<file path="config.mk">
export PLATFORM = sky130hd
export DESIGN_NAME = combined_lcg_shuffle_rng_top
export DESIGN_NICKNAME = d
export VERILOG_FILES = /design/src/rtl/core/crng_pkg.sv /design/src/rtl/core/crng_modmul.sv /design/src/rtl/core/crng_table.sv /design/src/rtl/core/crng_frac.sv /design/src/rtl/core/combined_lcg_shuffle_rng_top.sv
export SDC_FILE = /design/constraint.sdc
export NUM_CORES = 2
export LEC_CHECK = 0
export BUFFER_PORTS_ARGS = -buffer_cell sky130_fd_sc_hd__buf_2
export CAP_MARGIN = 40
export CORE_MARGIN = 10
export CORE_UTILIZATION = 48
export CTS_BUF_LIST = sky130_fd_sc_hd__clkbuf_4 sky130_fd_sc_hd__clkbuf_8
export DETAILED_ROUTE_END_ITERATION = 10
export PLACE_DENSITY_LB_ADDON = 0.2
export SLEW_MARGIN = 30
export SYNTH_ARGS = -nofsm -noshare
export SYNTH_HDL_FRONTEND = slang
export SYNTH_SLANG_ARGS = --single-unit
export TNS_END_PERCENT = 50
</file>
<file path="constraint.sdc">
create_clock -name clock -period 10.5 [get_ports clock]
set_input_delay 1.05 -clock clock [delete_from_list [all_inputs] [get_ports clock]]
set_output_delay 1.05 -clock clock [all_outputs]
set_load 0.005 [all_outputs]
</file>
<file path="src/rtl/core/crng_pkg.sv">
// ---------------------------------------------------------------------------
// crng_pkg: shared constants for the combined LCG shuffle generator
// Moduli, multipliers, fold constants, generator select codes and the
// reset and saturation values used across the design files.
// ---------------------------------------------------------------------------
package crng_pkg;

   // Word widths
   localparam int VAL_W  = 31;
   localparam int FRAC_W = 32;
   localparam int MUL_W  = 16;
   localparam int FOLD_W = 8;

   // Generator moduli and multipliers
   localparam logic [VAL_W-1:0] MOD1 = 31'd2147483563;
   localparam logic [VAL_W-1:0] MOD2 = 31'd2147483399;
   localparam logic [MUL_W-1:0] MUL1 = 16'd40014;
   localparam logic [MUL_W-1:0] MUL2 = 16'd40692;

   // 2^31 mod MODx, used to fold the high part of a product back in
   localparam logic [FOLD_W-1:0] FOLD1 = 8'd85;
   localparam logic [FOLD_W-1:0] FOLD2 = 8'd249;

   // Largest deviate and saturation point of the fraction
   localparam logic [VAL_W-1:0]  LAST_MAX = 31'd2147483562;
   localparam logic [FRAC_W-1:0] FRAC_MAX = 32'd4294966780;

   // Sequencing
   localparam int WARMUP_STEPS        = 8;
   localparam int DEFAULT_TABLE_DEPTH = 32;

   // Reset value of the seed register
   localparam logic [VAL_W-1:0] SEED_RESET = 31'd50;

   // Generator select codes for the shared modular multiplier
   localparam logic GEN_FIRST  = 1'b0;
   localparam logic GEN_SECOND = 1'b1;

endpackage

</file>
<file path="src/rtl/core/crng_modmul.sv">
// ---------------------------------------------------------------------------
// crng_modmul: pipelined modular multiplier for both generators
// Computes (MULx * x) mod MODx. A new operand may enter every cycle; the
// result passes the product and fold registers, then the subtract.
// ---------------------------------------------------------------------------
module crng_modmul (
   input  logic                        clock,
   input  logic                        op_sel,
   input  logic [crng_pkg::VAL_W-1:0]  op_x,
   output logic [crng_pkg::VAL_W-1:0]  res
);

   localparam int PROD_W = crng_pkg::VAL_W + crng_pkg::MUL_W;
   localparam int HI_W   = PROD_W - crng_pkg::VAL_W;
   localparam int SUM_W  = crng_pkg::VAL_W + 1;

   logic [PROD_W-1:0]          prod_ff, prod_in;
   logic                       sel1_ff, sel2_ff;
   logic [SUM_W-1:0]           sum_ff, sum_in;
   logic [crng_pkg::MUL_W-1:0] mul;
   logic [crng_pkg::FOLD_W-1:0] fold;
   logic [HI_W-1:0]            hi;
   logic [crng_pkg::VAL_W-1:0] modulus;

   // Stage 1: multiply by the generator's multiplier
   always_comb begin
      mul     = (op_sel == crng_pkg::GEN_SECOND) ? crng_pkg::MUL2 : crng_pkg::MUL1;
      prod_in = PROD_W'(op_x) * PROD_W'(mul);
   end

   // Stage 2: fold high bits back, 2^31 == FOLDx (mod MODx)
   always_comb begin
      fold   = (sel1_ff == crng_pkg::GEN_SECOND) ? crng_pkg::FOLD2 : crng_pkg::FOLD1;
      hi     = prod_ff[PROD_W-1:crng_pkg::VAL_W];
      sum_in = SUM_W'(prod_ff[crng_pkg::VAL_W-1:0]) + SUM_W'(hi) * SUM_W'(fold);
   end

   always_ff @(posedge clock) begin
      prod_ff <= prod_in;
      sel1_ff <= op_sel;
      sum_ff  <= sum_in;
      sel2_ff <= sel1_ff;
   end

   // Stage 3: folded sum is below twice the modulus, one subtract finishes
   always_comb begin
      modulus = (sel2_ff == crng_pkg::GEN_SECOND) ? crng_pkg::MOD2 : crng_pkg::MOD1;
      if (sum_ff >= SUM_W'(modulus)) begin
         res = crng_pkg::VAL_W'(sum_ff - SUM_W'(modulus));
      end else begin
         res = sum_ff[crng_pkg::VAL_W-1:0];
      end
   end

endmodule

</file>
<file path="src/rtl/core/crng_table.sv">
// ---------------------------------------------------------------------------
// crng_table: shuffle table memory
// One write port and one read port; read data is registered and holds
// until the next read.
// ---------------------------------------------------------------------------
module crng_table #(
   parameter int TABLE_DEPTH = crng_pkg::DEFAULT_TABLE_DEPTH
) (
   input  logic                           clock,
   input  logic                           wr_en,
   input  logic [$clog2(TABLE_DEPTH)-1:0] wr_addr,
   input  logic [crng_pkg::VAL_W-1:0]     wr_data,
   input  logic                           rd_en,
   input  logic [$clog2(TABLE_DEPTH)-1:0] rd_addr,
   output logic [crng_pkg::VAL_W-1:0]     rd_data
);

   logic [crng_pkg::VAL_W-1:0] mem [TABLE_DEPTH];
   logic [crng_pkg::VAL_W-1:0] rd_data_ff;

   // Write port
   always_ff @(posedge clock) begin
      if (wr_en) begin
         mem[wr_addr] <= wr_data;
      end
   end

   // Registered read port
   always_ff @(posedge clock) begin
      if (rd_en) begin
         rd_data_ff <= mem[rd_addr];
      end
   end

   assign rd_data = rd_data_ff;

endmodule

</file>
<file path="src/rtl/core/crng_frac.sv">
// ---------------------------------------------------------------------------
// crng_frac: Q0.32 scaling of the deviate
// floor(L * 2^32 / MOD1) by reciprocal estimate 2L + (170L >> 31) with a
// single +1 correction, then saturation at FRAC_MAX.
// One register stage; output is valid in the cycle after the input settles.
// ---------------------------------------------------------------------------
module crng_frac (
   input  logic                         clock,
   input  logic [crng_pkg::VAL_W-1:0]   value,
   output logic [crng_pkg::FRAC_W-1:0]  frac
);

   localparam int SCALE_W = crng_pkg::VAL_W + crng_pkg::FOLD_W;
   localparam int EST_W   = crng_pkg::FRAC_W + 1;
   localparam int REM_W   = crng_pkg::VAL_W + 1;

   logic [SCALE_W-1:0]          scaled_ff, scaled_in;
   logic [crng_pkg::VAL_W-1:0]  value_ff;
   logic [crng_pkg::FOLD_W-1:0] carry;
   logic [REM_W-1:0]            rem;
   logic [EST_W-1:0]            est;
   logic [EST_W-1:0]            quot;

   // 170 * L, where 170 = 2 * (2^31 - MOD1)
   assign scaled_in = SCALE_W'(value) * SCALE_W'({crng_pkg::FOLD1, 1'b0});

   always_ff @(posedge clock) begin
      scaled_ff <= scaled_in;
      value_ff  <= value;
   end

   // Estimate, exact remainder, correction and clamp
   always_comb begin
      carry = scaled_ff[SCALE_W-1:crng_pkg::VAL_W];
      rem   = REM_W'(scaled_ff[crng_pkg::VAL_W-1:0])
            + REM_W'(carry) * REM_W'(crng_pkg::FOLD1);
      est   = EST_W'({value_ff, 1'b0}) + EST_W'(carry);
      quot  = (rem >= REM_W'(crng_pkg::MOD1)) ? est + EST_W'(1) : est;
      if (quot > EST_W'(crng_pkg::FRAC_MAX)) begin
         frac = crng_pkg::FRAC_MAX;
      end else begin
         frac = quot[crng_pkg::FRAC_W-1:0];
      end
   end

endmodule

</file>
<file path="src/rtl/core/combined_lcg_shuffle_rng_top.sv">
// ---------------------------------------------------------------------------
// combined_lcg_shuffle_rng_top: combined LCG generator with shuffle table
// Two multiplicative LCGs share one modular multiplier; their outputs are
// combined through a Bays-Durham shuffle table held in a synchronous RAM.
//
//   channel  direction  handshake            payload
//   req      in         req_tvalid/tready    req_tdata[0] restart
//   rsp      out        rsp_tvalid/tready    rsp_tdata[30:0] random_integer,
//                                            rsp_tdata[62:31] random_fraction
//   csr      in         csr_valid/ready      csr_wdata seed_magnitude
//
// A draw steps through DRAW_A to DRAW_D, SLOT_A, SLOT_B and EMIT; the result
// sits in the rsp register and the next draw starts while it waits.
// An initialization (first draw after reset or restart set) adds 40 dependent
// generator steps by default (WARMUP_STEPS + TABLE_DEPTH), each INIT_ISS, INIT_WAIT,
// INIT_DONE through the modular multiplier, then SLOT_A and SLOT_B to form the
// first table index. Reset clears control and the seed register only; the table
// holds nothing valid until the first initialization, which always runs first.
// A full rsp register stalls the sequencer in its last step.
// ---------------------------------------------------------------------------
module combined_lcg_shuffle_rng_top #(
   parameter int TABLE_DEPTH = crng_pkg::DEFAULT_TABLE_DEPTH
) (
   input  logic                        clock,
   input  logic                        reset,
   // req_tdata: [0] restart, [7:1] zero
   input  logic                        req_tvalid,
   output logic                        req_tready,
   input  logic [7:0]                  req_tdata,
   // rsp_tdata: [30:0] random_integer, [62:31] random_fraction, [63] zero
   output logic                        rsp_tvalid,
   input  logic                        rsp_tready,
   output logic [63:0]                 rsp_tdata,
   // seed_magnitude write
   input  logic                        csr_valid,
   output logic                        csr_ready,
   input  logic [crng_pkg::VAL_W-1:0]  csr_wdata
);

   localparam int VAL_W = crng_pkg::VAL_W;
   localparam int IDX_W = $clog2(TABLE_DEPTH);
   localparam int QW    = IDX_W + 1;

   // Table index divisor and its reciprocal estimate
   localparam logic [VAL_W-1:0] NDIV = VAL_W'(1 + crng_pkg::LAST_MAX / TABLE_DEPTH);
   localparam logic [32:0] RECIP_FULL = 33'h1_0000_0000 / {2'b00, NDIV};
   localparam int RECIP_W = $clog2(int'(RECIP_FULL) + 1);
   localparam logic [RECIP_W-1:0] RECIP = RECIP_W'(RECIP_FULL);
   localparam int EPROD_W = VAL_W + RECIP_W;
   localparam int BPROD_W = VAL_W + QW;

   // Initialization step count
   localparam int INIT_STEPS = crng_pkg::WARMUP_STEPS + TABLE_DEPTH;
   localparam int CNT_W      = $clog2(INIT_STEPS);

   // Sequencer states
   localparam logic [3:0] ST_IDLE      = 4'd0;
   localparam logic [3:0] ST_INIT_ISS  = 4'd1;
   localparam logic [3:0] ST_INIT_WAIT = 4'd2;
   localparam logic [3:0] ST_INIT_DONE = 4'd3;
   localparam logic [3:0] ST_DRAW_A    = 4'd4;
   localparam logic [3:0] ST_DRAW_B    = 4'd5;
   localparam logic [3:0] ST_DRAW_C    = 4'd6;
   localparam logic [3:0] ST_DRAW_D    = 4'd7;
   localparam logic [3:0] ST_SLOT_A    = 4'd8;
   localparam logic [3:0] ST_SLOT_B    = 4'd9;
   localparam logic [3:0] ST_EMIT      = 4'd10;

   logic [3:0]       state_ff, state_in;
   logic             primed_ff, primed_in;
   logic             init_flow_ff, init_flow_in;
   logic [VAL_W-1:0] seed_ff;
   logic [VAL_W-1:0] gen1_ff, gen1_in;
   logic [VAL_W-1:0] gen2_ff, gen2_in;
   logic [VAL_W-1:0] last_ff, last_in;
   logic [CNT_W-1:0] cnt_ff, cnt_in;
   logic [QW-1:0]    est_ff, est_in;
   logic [IDX_W-1:0] slot_ff, slot_in;
   logic             rsp_valid_ff, rsp_valid_in;
   logic [VAL_W-1:0] rsp_int_ff;
   logic [crng_pkg::FRAC_W-1:0] rsp_frac_ff;

   logic                        op_sel;
   logic [VAL_W-1:0]            op_x;
   logic [VAL_W-1:0]            mm_res;
   logic                        wr_en, rd_en;
   logic [IDX_W-1:0]            wr_addr;
   logic [VAL_W-1:0]            rd_data;
   logic [crng_pkg::FRAC_W-1:0] frac;
   logic                        req_xfer, out_free, load_rsp;
   logic [VAL_W-1:0]            seed_eff;
   logic [IDX_W-1:0]            fill_addr;
   logic                        fill_step, last_step;
   logic signed [VAL_W+1:0]     diff;
   logic [EPROD_W-1:0]          est_prod;
   logic [BPROD_W-1:0]          back_prod, rem;
   logic [QW-1:0]               quot;

   // Configuration register, always ready
   assign csr_ready = 1'b1;

   always_ff @(posedge clock) begin
      if (reset) begin
         seed_ff <= crng_pkg::SEED_RESET;
      end else if (csr_valid) begin
         seed_ff <= csr_wdata;
      end
   end

   // Shared modular multiplier for both generators
   crng_modmul u_modmul (
      .clock  (clock),
      .op_sel (op_sel),
      .op_x   (op_x),
      .res    (mm_res)
   );

   assign op_sel = (state_ff == ST_DRAW_B) ? crng_pkg::GEN_SECOND : crng_pkg::GEN_FIRST;
   assign op_x   = (state_ff == ST_DRAW_B) ? gen2_ff : gen1_ff;

   // Shuffle table
   crng_table #(
      .TABLE_DEPTH (TABLE_DEPTH)
   ) u_table (
      .clock   (clock),
      .wr_en   (wr_en),
      .wr_addr (wr_addr),
      .wr_data (mm_res),
      .rd_en   (rd_en),
      .rd_addr (slot_ff),
      .rd_data (rd_data)
   );

   // Initialization fills from the top entry down
   assign fill_step = (cnt_ff >= CNT_W'(crng_pkg::WARMUP_STEPS));
   assign last_step = (cnt_ff == CNT_W'(INIT_STEPS - 1));
   assign fill_addr = IDX_W'(CNT_W'(INIT_STEPS - 1) - cnt_ff);

   assign rd_en   = (state_ff == ST_DRAW_A);
   assign wr_en   = (state_ff == ST_DRAW_C) || ((state_ff == ST_INIT_DONE) && fill_step);
   assign wr_addr = (state_ff == ST_DRAW_C) ? slot_ff : fill_addr;

   // Fraction scaling of the current deviate
   crng_frac u_frac (
      .clock (clock),
      .value (last_ff),
      .frac  (frac)
   );

   // Handshake
   assign req_tready = (state_ff == ST_IDLE);
   assign req_xfer   = req_tvalid && req_tready;
   assign out_free   = !rsp_valid_ff || rsp_tready;
   assign load_rsp   = (state_ff == ST_EMIT) && out_free;
   assign seed_eff   = (seed_ff == '0) ? VAL_W'(1) : seed_ff;

   // Combine: picked entry minus second generator, wrapped into 1..LAST_MAX
   always_comb begin
      diff = $signed({2'b00, rd_data}) - $signed({2'b00, mm_res});
      if (diff < 1) begin
         diff = diff + $signed({2'b00, crng_pkg::LAST_MAX});
      end
   end

   // Table index: reciprocal estimate, then one correction and a clamp
   assign est_prod  = EPROD_W'(last_ff) * EPROD_W'(RECIP);
   assign est_in    = QW'(est_prod >> 32);
   assign back_prod = BPROD_W'(est_ff) * BPROD_W'(NDIV);
   assign rem       = BPROD_W'(last_ff) - back_prod;
   assign quot      = (rem >= BPROD_W'(NDIV)) ? est_ff + QW'(1) : est_ff;
   assign slot_in   = (quot >= QW'(TABLE_DEPTH)) ? IDX_W'(TABLE_DEPTH - 1) : IDX_W'(quot);

   // Sequencer
   always_comb begin
      state_in     = state_ff;
      primed_in    = primed_ff;
      init_flow_in = init_flow_ff;
      gen1_in      = gen1_ff;
      gen2_in      = gen2_ff;
      last_in      = last_ff;
      cnt_in       = cnt_ff;
      rsp_valid_in = rsp_valid_ff && !rsp_tready;
      case (state_ff)
         ST_IDLE: begin
            if (req_xfer) begin
               if (req_tdata[0] || !primed_ff) begin
                  gen1_in  = seed_eff;
                  gen2_in  = seed_eff;
                  cnt_in   = '0;
                  state_in = ST_INIT_ISS;
               end else begin
                  state_in = ST_DRAW_A;
               end
            end
         end
         ST_INIT_ISS:  state_in = ST_INIT_WAIT;
         ST_INIT_WAIT: state_in = ST_INIT_DONE;
         ST_INIT_DONE: begin
            gen1_in = mm_res;
            if (last_step) begin
               last_in      = mm_res;
               primed_in    = 1'b1;
               init_flow_in = 1'b1;
               state_in     = ST_SLOT_A;
            end else begin
               cnt_in   = cnt_ff + CNT_W'(1);
               state_in = ST_INIT_ISS;
            end
         end
         ST_DRAW_A: state_in = ST_DRAW_B;
         ST_DRAW_B: state_in = ST_DRAW_C;
         ST_DRAW_C: begin
            gen1_in  = mm_res;
            state_in = ST_DRAW_D;
         end
         ST_DRAW_D: begin
            gen2_in  = mm_res;
            last_in  = VAL_W'(diff);
            state_in = ST_SLOT_A;
         end
         ST_SLOT_A: state_in = ST_SLOT_B;
         ST_SLOT_B: begin
            if (init_flow_ff) begin
               init_flow_in = 1'b0;
               state_in     = ST_DRAW_A;
            end else begin
               state_in = ST_EMIT;
            end
         end
         ST_EMIT: begin
            if (out_free) begin
               rsp_valid_in = 1'b1;
               state_in     = ST_IDLE;
            end
         end
         default: state_in = ST_IDLE;
      endcase
   end

   // Control registers
   always_ff @(posedge clock) begin
      if (reset) begin
         state_ff     <= ST_IDLE;
         primed_ff    <= 1'b0;
         init_flow_ff <= 1'b0;
         rsp_valid_ff <= 1'b0;
      end else begin
         state_ff     <= state_in;
         primed_ff    <= primed_in;
         init_flow_ff <= init_flow_in;
         rsp_valid_ff <= rsp_valid_in;
      end
   end

   // Datapath registers
   always_ff @(posedge clock) begin
      gen1_ff <= gen1_in;
      gen2_ff <= gen2_in;
      last_ff <= last_in;
      cnt_ff  <= cnt_in;
      if (state_ff == ST_SLOT_A) begin
         est_ff <= est_in;
      end
      if (state_ff == ST_SLOT_B) begin
         slot_ff <= slot_in;
      end
      if (load_rsp) begin
         rsp_int_ff  <= last_ff;
         rsp_frac_ff <= frac;
      end
   end

   assign rsp_tvalid = rsp_valid_ff;
   assign rsp_tdata  = {1'b0, rsp_frac_ff, rsp_int_ff};

endmodule
</file>
Yosys cells after proc, flatten, opt, wreduce, memory -nomap -nowiden:

Memories as Yosys holds them, arrays and structs flattened. A register that Yosys moved wholly into a read port is not among the register bits.
Cells that the tools add are included.

* bits in registers: 360
* bits in latches: 0
* memory bits (writable): 992
* memory bits (read-only): 0
* bits of input ports: 44
* output and inout bits: 67
* logic and storage cells: 117
* memories: 1

* add/sub/neg operators: 11
* multipliers: 5
* divide/modulo/power cells: 0
* order comparisons: 7
* equality and inequality tests: 16
* shift operators: 0
* muxes and demuxes: 33
* bitwise operators: 0
* reductions and logical operators: 25

Memory list
* u_table.mem: depth 32, width 31, read ports 1, clocked after Yosys merged registers in 1, wr ports 1, line crng_table.sv:18 `logic [crng_pkg::VAL_W-1:0] mem [TABLE_DEPTH];`

Operators with widths (count)
* $mux 31: 7
* $pmux 31 s2: 3
* $sub 31x31->32: 2
* $mul 31x16->47: 1
* $pmux 4 s11: 1
* $mul 31x7->38 const B: 1
* $ge 37x26->1 const B: 1
* $add 32x8->33: 1
* $add 33x1->33 const B: 1
* $gt 33x32->1 const B: 1
* $mux 33: 1
* $add 31x15->32: 1
* $add 31x24->32: 1
* $ge 32x31->1: 1
* $ge 32x31->1 const B: 1
* $lt 32x2->1 const B: 1
* $add 31x8->31 const B: 1
* $logic_not 31->1: 1
* $sub 31x31->31: 1
* $mul 5x25->30 const B: 1
* $mul 16x8->24: 1
* $mux 6: 4
* $eq 4x3->1 const B: 4
* $mux 4: 4
* other kinds (28): 55

Logic depth before layout (Yosys ltp):

* word-level depth: 7
* gate-level depth with buffers: 31

By module:

From an unflattened synthesis, not the netlist that was laid out.

* cells, all modules: 6889
* area, all modules: 82481.6 µm²

By module, submodules not included
* crng_table: instances 1, cells an instance 2192, area each 39474.1 µm²
* crng_modmul: instances 1, cells an instance 1917, area each 18438.9 µm²
* combined_lcg_shuffle_rng_top: instances 1, cells an instance 1490, area each 14298.7 µm²
* crng_frac: instances 1, cells an instance 1290, area each 10269.8 µm²

Worst setup path after synthesis:

No wires, ideal clock.

* path type: flip-flop to flip-flop
* start: register state_ff[3]
* end: register u_modmul.prod_ff[45]
* library setup time: 0.072 ns
* arrival: 7.565 ns
* data required time: 10.428 ns
* path slack: 2.862 ns
* stages on the path, launching flop included: 29
* path buffers: 1
* period minus slack after synthesis: 7.638 ns
* cell sequence: dfxtp_1 -> nand2b_1 -> or2_2 -> clkbuf_1 -> nand2_1 -> inv_1 -> or2_2 -> fa_1 -> fa_1 -> inv_1 -> fa_1 -> fa_1 -> fa_1 -> inv_1 -> fa_1 -> ha_1 -> o21a_1 -> o21ai_0 -> a31oi_1 -> o2111a_1 -> o31a_1 -> a41o_1 -> o211a_1 -> a31o_2 -> a41o_1 -> a21o_1 -> a41o_1 -> a21oi_1 -> xnor2_1

* word-level cells in the longest chain between the ends: 4
* elaborated cells on any way between the ends: 5

RTL lines
* start, declared: line combined_lcg_shuffle_rng_top.sv:69 `logic [3:0] state_ff, state_in;`
* start signal, assigned: line combined_lcg_shuffle_rng_top.sv:248 `state_ff <= state_in;`
* $eq 4x3->1 *: line combined_lcg_shuffle_rng_top.sv:118, combined_lcg_shuffle_rng_top.sv:119
* $mux 1: line combined_lcg_shuffle_rng_top.sv:118 `assign op_sel = (state_ff == ST_DRAW_B) ? crng_pkg::GEN_SECOND : crng_pkg::GEN_FIRST;`
* $mux 10: line crng_modmul.sv:27 `mul = (op_sel == crng_pkg::GEN_SECOND) ? crng_pkg::MUL2 : crng_pkg::MUL1;`
* $mul 31x16->47 *: line crng_modmul.sv:28 `prod_in = PROD_W'(op_x) * PROD_W'(mul);`
* net u_modmul.prod_in[45]: line crng_modmul.sv:17 `logic [PROD_W-1:0] prod_ff, prod_in;`
* end signal, assigned: line crng_modmul.sv:39 `prod_ff <= prod_in;`
* end, declared: line crng_modmul.sv:17

The timed path passes the listed nets; every way through them passes the cells marked *.
A chain may end at the register's enable or synchronous reset.

Worst setup path in the final report:

* start: register state_ff[0]
* end: register u_modmul.prod_ff[45]

Same word-level chain as after synthesis.

==> results.md <==
* Skew final at between 0.06 and 0.07 ns
* Syn Area/Cell at around 14 sq um
* CP max stage cell: dfxtp_1
* CP endpoint kind: register
* Clk sinks at approximately 1,400
* DR WL/cell at between 20 and 25 um
* Detailed Route Iter0 Violations at slightly above 4,000
* Crit-path max cell delay at 0.77 ns
* Via density at about 5.6
* HPWL after DPL at approximately 130 mm
* H-tree depth at 4
* DR vias at approximately 47,000
* Unrepaired setup endpoints after global routing: no
* CTS Hold Bufs at 0
* Core Region at ~0.16 sq mm
* Sequential fraction of the synthesis area at 50.12%
* Slew headroom at between 30% and 40%
* CTS buffer count at between 200 and 250
* Yosys Warn Count at 0
* Gr ovfl total at 0
* Maximum clock rate at between 0.1 and 0.15 GHz
* Post CTS Setup Buffer Count at 0
* DRT Wirelength at ~200 mm
* Setup_tns at 0 ns
* Startpoint types: register
* Netlist cell types at 88
* Tmin final at between 8 and 9 ns
* Top_reg_cell synth: edfxtp_1
* CTS tree: yes
* First-pass GRT wire length at between 200 and 300 mm
* Status: completed
* I/O Pins at 111
* Hold Fails Final Rpt at 0
* Clock Latency Late Sink at roughly 0.95 ns
* Initial Util at 48.42%
* Fill count at 13,496
* I/O Buffers at ~100
* Routed Antenna Nets at 0
* Syn Nets at ~6,800
* CP dominant cell by count: fa_1
* Max Cap Viol at 0
* Worst hold path type: input port to register
* Post-synth EDFFs at 1,195
* Critical Path Fanout Max at 47
* Crit path kind: register to register
* Layout area overhead at 11.02%
* Worst Path Arrival at between 9 and 10 ns
* Slew @ Worst Pin at ~1 ns
* CTS Buffer Depth at 3
* Setup violators final at 0
* Max Slew Vio Count at 0
* Die Footprint at roughly 0.18 sq mm
* Final period util at 85.11%
* Die width at 425.7 um
* Vias in the first global route at 48,313
* Clock transition at path regs at approximately 0.060 ns
* Ys async rst share at 0%
* Die Y at 425.7 um
* FF+latch count, synth at between 1,000 and 1,500
* Most frequent cells in the layout: edfxtp_1, inv_1, ha_1
* Share of cells above drive strength 1 at ~16%
* DRC violations left at 0
* Total track usage at 21.57%
* GP Congestion at 0.9050
* Nets at roughly 7,000
* Post-Syn Instances at 5,798
* Largest net degree at the start of global routing at 144
* Resize count post-CTS at 0
* Leading cell type in the layout, fill and taps excluded: edfxtp_1
* Cell row count at 148
* Drt pass-1 iters at 5
* Antenna violations before repair at 7
* CTS root buffer: clkbuf_8
* Mapped Area at slightly below 0.08 sq mm
* Worst EP required at between 10 and 15 ns
stage by stage:
step	utilization [%]	cells	hold WS (ns)	worst slack (ns)	cell area (sq um)
floorplan	-	5798	0.3719	2.862	78990
CTS	53.58	8418	0.2714	1.535	87410
finish	53.75	8445	0.3568	1.563	87690
detailed placement	50.84	8025	0.4424	1.634	82950
global route	53.75	8443	0.2929	1.032	87690
global placement	50.69	8009	0.4402	1.729	82700
worst max-delay path: cells and delay by family, from the launching register on:
kind	cells	cell delay, ns
buffers and inverters	4	0.49
xor gates and xnor gates	1	0.13
AOI/OAI and AO/OA	12	2.79
adders and majority gates	7	3.43
DFF	1	0.77
and+or+nand+nor	4	1.21
routing by layer:
| metal | vias to the layer above | GRT usage (%) | wire length [um] |
|---|---|---|---|
| met4 | 2 | 6.842 | 6195 |
| li1 | 21410 | - | - |
| met3 | 316 | 4.323 | 13240 |
| met1 | 23904 | 29.68 | 83150 |
| met5 | - | 0 | 19 |
| met2 | 1389 | 34.53 | 92290 |
path summary, 6_finish.rpt:
check             slack (ns)          from  cells past startpoint                    to
hold / removal          0.36  csr_wdata[1]                      2            seed_ff[1]
setup / recovery        1.56   state_ff[0]                     28  u_modmul.prod_ff[45]
hold reg to reg         0.45     primed_ff                      2             primed_ff
setup reg to reg        1.56   state_ff[0]                     28  u_modmul.prod_ff[45]
final cells by class:
class / instances / area (sq um) / share of cell area, %
sequential: 1380 / 39590 / 45.14
inverter: 858 / 3221 / 3.673
multi-input combinational: 3403 / 35940 / 40.99
tap: 2175 / 2721 / 3.103
clock buffer: 302 / 3687 / 4.205
timing repair buffer: 230 / 1745 / 1.990
clock inverter: 91 / 774.5 / 0.8832
antenna: 6 / 15.01 / 0.01712
cell families after synthesis:
logic type               count (synthesis)  share of synthesized area (%)
flip-flops                            1380                          50.12
AND/OR/NAND/NOR                       1111                          7.079
buffers and inverters                 1015                          4.852
adder cells (fa/ha/maj)                952                          19.52
AO/OA/AOI/OAI                          689                          5.621
multiplexers                           405                          10.10
XOR/XNOR                               244                          2.705
other                                    2                       0.009507
synth_stat cells (all sizes together), types with 78 or more instances:
master	number	share of area, %
a21oi	227	1.4
clkbuf	119	0.57
dfxtp	185	4.7
edfxtp	1195	45
fa	467	12
ha	485	7.7
inv	858	4.1
mux4	310	8.8
nand2	249	1.2
nand3	93	0.59
nor2	287	1.4
nor3	78	0.50
o21ai	142	0.90
xnor2	157	1.7
xor2	87	0.96
flip-flops by register name (all words and copies together) (netlist names), 4 cells and up:
name,count
u_table.mem,992
u_table.rd_data,31
seed_ff,31
u_modmul.sum_ff,32
rsp_frac_ff,32
gen2_ff,31
last_ff,31
rsp_int_ff,31
u_frac.scaled_ff,36
u_modmul.prod_ff,46
cnt_ff,6
state_ff,4
slot_ff,5
u_frac.value_ff,31
est_ff,5
gen1_ff,31
Power is not shown: default switching activity piles up to over one toggle a cycle in this logic, so the estimate is an artifact.
